### src/rtl/ffha_pkg.sv
// Shared types and codes for the first-fit heap allocator.
// No dependencies; used by the controller, datapath and top level.
package ffha_pkg;

  localparam int HEAP_BYTES = 2048;

  typedef enum logic [1:0] {
    OP_ALLOC = 2'd0,
    OP_FREE  = 2'd1,
    OP_QUERY = 2'd2,
    OP_NONE  = 2'd3
  } op_t;

  typedef enum logic [1:0] {
    ST_OK       = 2'd0,
    ST_BAD_SIZE = 2'd1,
    ST_NO_FIT   = 2'd2,
    ST_DBL_FREE = 2'd3
  } status_t;

  typedef enum logic [3:0] {
    S_IDLE,
    S_RD,       // issue node read
    S_WAIT,     // read data lands
    S_EVAL,     // examine node
    S_SCAN_RD,  // slot map scan
    S_SCAN_EV,
    S_SPLIT,    // write split remainder
    S_SPLIT_WR, // write shrunk current node
    S_NXT_EV,
    S_PRV_EV,
    S_DONE
  } state_t;

  // controller -> datapath
  typedef struct packed {
    logic load;         // latch input word
    logic rd_cur;       // read node at cur
    logic ld_cur;       // capture node at cur
    logic rd_nxt;       // read node at cur.next
    logic rd_prv;       // read node at prev
    logic adv;          // step to next node
    logic scan_adv;
    logic wr_new;       // write split remainder
    logic wr_cur_alloc; // write current node as used
    logic split;
    logic free_cur;     // mark current node free
    logic wr_cur_free;  // write freed current node
    logic merge_nxt;
    logic merge_prv;
    logic set_qfree;
    logic set_result;
    logic [1:0] res_status;
  } ffha_cmd_t;

  // datapath -> controller
  typedef struct packed {
    logic [1:0] op;
    logic bad_size;
    logic cur_valid;
    logic steps_out;
    logic cur_fits;
    logic cur_free;
    logic cur_holds;
    logic spare_nz;
    logic slot_free;
    logic scan_end;
    logic nxt_valid;
    logic nxt_free;
    logic prv_valid;
    logic prv_free;
  } ffha_sts_t;

endpackage

### src/rtl/ffha_ctrl.sv
// Controller state machine for the heap allocator.
// Depends on ffha_pkg; drives ffha_dp through command and status structs.
module ffha_ctrl (
  input  logic                clk,
  input  logic                rst,
  input  logic                in_valid,
  output logic                in_ready,
  output logic                out_valid,
  input  logic                out_ready,
  input  ffha_pkg::ffha_sts_t sts,
  output ffha_pkg::ffha_cmd_t cmd
);
  ffha_pkg::state_t state, state_next;

  always_ff @(posedge clk) begin
    if (rst) state <= ffha_pkg::S_IDLE;
    else state <= state_next;
  end

  always_comb begin
    state_next = state;
    cmd = '0;
    cmd.res_status = ffha_pkg::ST_OK;
    in_ready = 1'b0;
    out_valid = 1'b0;
    unique case (state)
      ffha_pkg::S_IDLE: begin
        in_ready = 1'b1;
        if (in_valid) begin
          cmd.load = 1'b1;
          state_next = ffha_pkg::S_RD;
        end
      end
      ffha_pkg::S_RD: begin
        if (sts.op == ffha_pkg::OP_ALLOC && sts.bad_size) begin
          cmd.set_result = 1'b1;
          cmd.res_status = ffha_pkg::ST_BAD_SIZE;
          state_next = ffha_pkg::S_DONE;
        end else if (!sts.cur_valid || sts.steps_out ||
                     sts.op == ffha_pkg::OP_NONE) begin
          cmd.set_result = 1'b1;
          cmd.res_status = (sts.op == ffha_pkg::OP_ALLOC) ? ffha_pkg::ST_NO_FIT
                                                          : ffha_pkg::ST_OK;
          state_next = ffha_pkg::S_DONE;
        end else begin
          cmd.rd_cur = 1'b1;
          state_next = ffha_pkg::S_WAIT;
        end
      end
      ffha_pkg::S_WAIT: begin
        cmd.ld_cur = 1'b1;
        state_next = ffha_pkg::S_EVAL;
      end
      ffha_pkg::S_EVAL: begin
        if (sts.op == ffha_pkg::OP_ALLOC) begin
          if (sts.cur_free && sts.cur_fits) begin
            if (sts.spare_nz) state_next = ffha_pkg::S_SCAN_RD;
            else begin
              cmd.wr_cur_alloc = 1'b1;
              cmd.set_result = 1'b1;
              state_next = ffha_pkg::S_DONE;
            end
          end else begin
            cmd.adv = 1'b1;
            state_next = ffha_pkg::S_RD;
          end
        end else if (sts.cur_holds) begin
          cmd.set_result = 1'b1;
          if (sts.op == ffha_pkg::OP_QUERY) begin
            cmd.set_qfree = 1'b1;
            state_next = ffha_pkg::S_DONE;
          end else if (sts.cur_free) begin
            cmd.res_status = ffha_pkg::ST_DBL_FREE;
            state_next = ffha_pkg::S_DONE;
          end else begin
            cmd.free_cur = 1'b1;
            cmd.rd_nxt = 1'b1;
            state_next = ffha_pkg::S_NXT_EV;
          end
        end else begin
          cmd.adv = 1'b1;
          state_next = ffha_pkg::S_RD;
        end
      end
      ffha_pkg::S_SCAN_RD: state_next = ffha_pkg::S_SCAN_EV;
      ffha_pkg::S_SCAN_EV: begin
        if (sts.slot_free) state_next = ffha_pkg::S_SPLIT;
        else if (sts.scan_end) begin
          cmd.wr_cur_alloc = 1'b1; // no spare slot: give whole block
          cmd.set_result = 1'b1;
          state_next = ffha_pkg::S_DONE;
        end else begin
          cmd.scan_adv = 1'b1;
          state_next = ffha_pkg::S_SCAN_RD;
        end
      end
      ffha_pkg::S_SPLIT: begin
        cmd.wr_new = 1'b1;
        state_next = ffha_pkg::S_SPLIT_WR;
      end
      ffha_pkg::S_SPLIT_WR: begin
        cmd.wr_cur_alloc = 1'b1;
        cmd.split = 1'b1;
        cmd.set_result = 1'b1;
        state_next = ffha_pkg::S_DONE;
      end
      ffha_pkg::S_NXT_EV: begin
        if (sts.nxt_valid && sts.nxt_free) cmd.merge_nxt = 1'b1;
        cmd.rd_prv = 1'b1;
        state_next = ffha_pkg::S_PRV_EV;
      end
      ffha_pkg::S_PRV_EV: begin
        if (sts.prv_valid && sts.prv_free) cmd.merge_prv = 1'b1;
        else cmd.wr_cur_free = 1'b1;
        state_next = ffha_pkg::S_DONE;
      end
      ffha_pkg::S_DONE: begin
        out_valid = 1'b1;
        if (out_ready) state_next = ffha_pkg::S_IDLE;
      end
      default: state_next = ffha_pkg::S_IDLE;
    endcase
  end
endmodule

### config.mk
export PLATFORM = sky130hd
export DESIGN_NAME = ffha_ctrl
export DESIGN_NICKNAME = d
export VERILOG_FILES = /design/src/rtl/ffha_pkg.sv /design/src/rtl/ffha_ctrl.sv
export SDC_FILE = /design/constraint.sdc
export NUM_CORES = 1
export LEC_CHECK = 0
export BUFFER_PORTS_ARGS = -buffer_cell sky130_fd_sc_hd__buf_2
export CORE_MARGIN = 5
export CORE_UTILIZATION = 30
export DETAILED_ROUTE_END_ITERATION = 7
export PLACE_DENSITY = 0.64
export SYNTH_ARGS = -nofsm -noshare
export SYNTH_HDL_FRONTEND = slang
export SYNTH_SLANG_ARGS = --single-unit
export TNS_END_PERCENT = 100
### constraint.sdc
create_clock -name clk -period 1.3 [get_ports clk]
set_input_delay 0.13 -clock clk [delete_from_list [all_inputs] [get_ports clk]]
set_output_delay 0.13 -clock clk [all_outputs]
set_load 0.05 [all_outputs]
==> results.cfg <==
[yosys]
synth_cell_types = 36
syn_area_per_cell_um2 = 7.13
yosys_most_used_dff = dfxtp_1
syn_nets = 98
synth_top_area_cell = dfxtp_1
synthArstFlopShare_pct = 0
ys_ff_latch = 4
netlist_area_um2 = 563
yosys_warnings = 0
synth_edf_count = 0
synthCells = 79
ys_seq_area_share_pct = 14.2
yosys-top-cells-area = dfxtp_1, o21ai_0, nand2_1
synth_top_cell_area_share_pct = 14.2

[layout]
largest_reg_flops = 4
diodes = 0
regMostFlops = state
nNetsFinal = 166
largestRegisters = state x4
drive_above_1_share_pct = 79.3
fin_util_pct = 81.8
area_growth_pct = 156

[floorplan]
design.die.area_um2 = 2840
fp.coreArea_um2 = 1760
ios = 39
floorplan.initialDensity_pct = 31.9
num_rows = 15
dieWidth_um = 53.3
die_y_um = 53.3

[run]
drv_cap = 0

[global_route]
grt_overflow = 0
grt_max_degree = 10
grt_usage_pct = 16.7
grt_pass1_wl_mm = 3.48
antenna_found_initial = 0
grt_pass1_vias = 828

[critical_path]
cp_slowest_cell = or3b_4
r2r-end = state[3]
cp-endpoint = cmd[9]
cp_top_family = simple AND/OR/NAND/NOR gates
cp_num_cells = 5
crit_fanout = 4
r2r_cells = 5
timing.rr.start = state[2]
startpoint_type = flip-flop
required_ns = 1.17
rrSetupSlack_ns = -0.24
critPathLaunch = state[2]
crit_arrival_ns = 1.65
crit_type = flip-flop to output port
cp-end-kind = output port
cpPeakStageDelay_ns = 0.38
crit_chain = and4bb_4, or3b_4, o31a_4, clkinvlp_4, buf_8
crit_buf_inv = 2

[route]
via_count = 849
drc = 0
ant_nets = 0
dr.pass1.iters = 2
drt_wl_total_mm = 2.49
drtIter0Drc = 3
wire_per_inst_um = 14.6
via_per_inst = 4.99

[hold_path]
hold_class = input port to flip-flop
hold_depth = 2

[clock_tree]
cts_sinks = 4
path_clk_slew_ns = 0.04
numCtsBuffers = 3
cts_hold_buf = 0
ctsHtreeMaxLevel = 1
cts_tree = done
root_buffer = clkbuf_4
cts.path.max_buffers = 2
clkLatencyLatePin_ns = 0.24

[timing]
finalClockSkew_ns = 0.000380
fmax_mhz = 563
tns_ns = -6.55
finalSetupViolCount = 22
finalHoldViolCount = 0
slew_headroom_pct = 79.4
worst_slack_ns = -0.477
tightest_slew_ns = 0.307
drv_slew = 0
min_period_ns = 1.78
finalCritPeriodShare_pct = 137
rsz0062_at_grt = true

[placed_design]
dp_hpwl_mm = 1.67
pre_cts_ws_ns = -0.332
gp_congestion = 0.737
io_buffers = 38

[pwr]
p_leak_uw = 0.000632
power_uw = 1360
pwr_density_cell_nw_per_um2 = 941
ir_drop_mv = 0.726

[outcome]
violations = setup timing
status = finished, violations left
==> area by class of cell <==
type / instances / area [um2]
Multi-Input combinational cell: 62 / 623
Inverter: 7 / 33.8
Clock buffer: 3 / 22.5
Sequential cell: 4 / 90.1
Fill cell: 107 / 320
Tap cell: 25 / 31.3
Timing Repair Buffer: 69 / 643
==> per-stage QoR <==
stage	hold slack (ns)	instance area [um2]	std cells
after CTS	0.136	1280	163
after floorplan	0.193	711	79
after detailed placement	0.392	1010	155
after global placement	0.390	1010	155
final	0.161	1440	170
after global routing	0.164	1440	170
==> cell usage after synthesis (2+ instances only) <==
master / instances
nand2_1: 8
nor2_1: 8
o21ai_0: 8
inv_1: 7
nand3_1: 5
dfxtp_1: 4
a21oi_1: 3
and3_1: 2
buf_6: 2
clkbuf_1: 2
nand3b_1: 2
nor2b_1: 2
nor3_1: 2
nor4b_1: 2
==> worst reg2reg max path: stages (launching register included) <==
cell and delay (ns):
dfxtp_2 0.35, and4bb_4 0.32, or3b_4 0.38, o31a_4 0.14, buf_4 0.14, a41oi_2 0.13
==> report_power, final <==
part / internal (uW) / switching (uW) / leakage (uW)
registers: 150 / 24.9 / 0.0000350
logic: 502 / 524 / 0.000584
clock network: 104 / 55.4 / 0.0000138
==> cells by family (layout without fill, tap and decap cells) <==
| family | count (synthesis) | in the layout | share of synthesized area [%] |
|---|---|---|---|
| compound gates | 18 | 18 | 22.2 |
| simple gates | 43 | 43 | 49.6 |
| flops | 4 | 4 | 14.2 |
| buf+inv | 13 | 79 | 12.2 |
| mux | 1 | 1 | 1.78 |
==> how the worst min path moves through the flow <==
stage	startpoint	endpoint	slack, ns
finish	rst	state[3]	0.16
global route	rst	state[3]	0.16
CTS	rst	state[2]	0.14
detailed placement	rst	state[2]	0.39
global placement	rst	state[2]	0.39
floorplan	rst	state[3]	0.19
==> layer usage <==
layer / vias to the layer above / routed length, um / global-route usage, %
met2: 36 / 1350 / 31.0
li1: 413 / - / -
met4: 0 / 36 / 3.40
met1: 396 / 900 / 18.2
met5: - / 0 / 0
met3: 4 / 204 / 5.07
==> what timing repair did <==
action | CTS | global route
pin swaps | 7 | 10
setup buffers | 4 | 7
endpoints found under the hold margin | 0 | 0
gates resized for setup | 66 | 27
setup endpoints to repair | 21 | 23
gates cloned | 1 | 0
==> cell usage in the layout, fill, tap and decap left out, drive strengths merged, types with 4 or more instances in the layout <==
cell and instances:
buf 69, dfxtp 4, inv 5, nand2 8, nand3 5, nor2 8
o21ai 9
(Power assumes the default switching activity.)
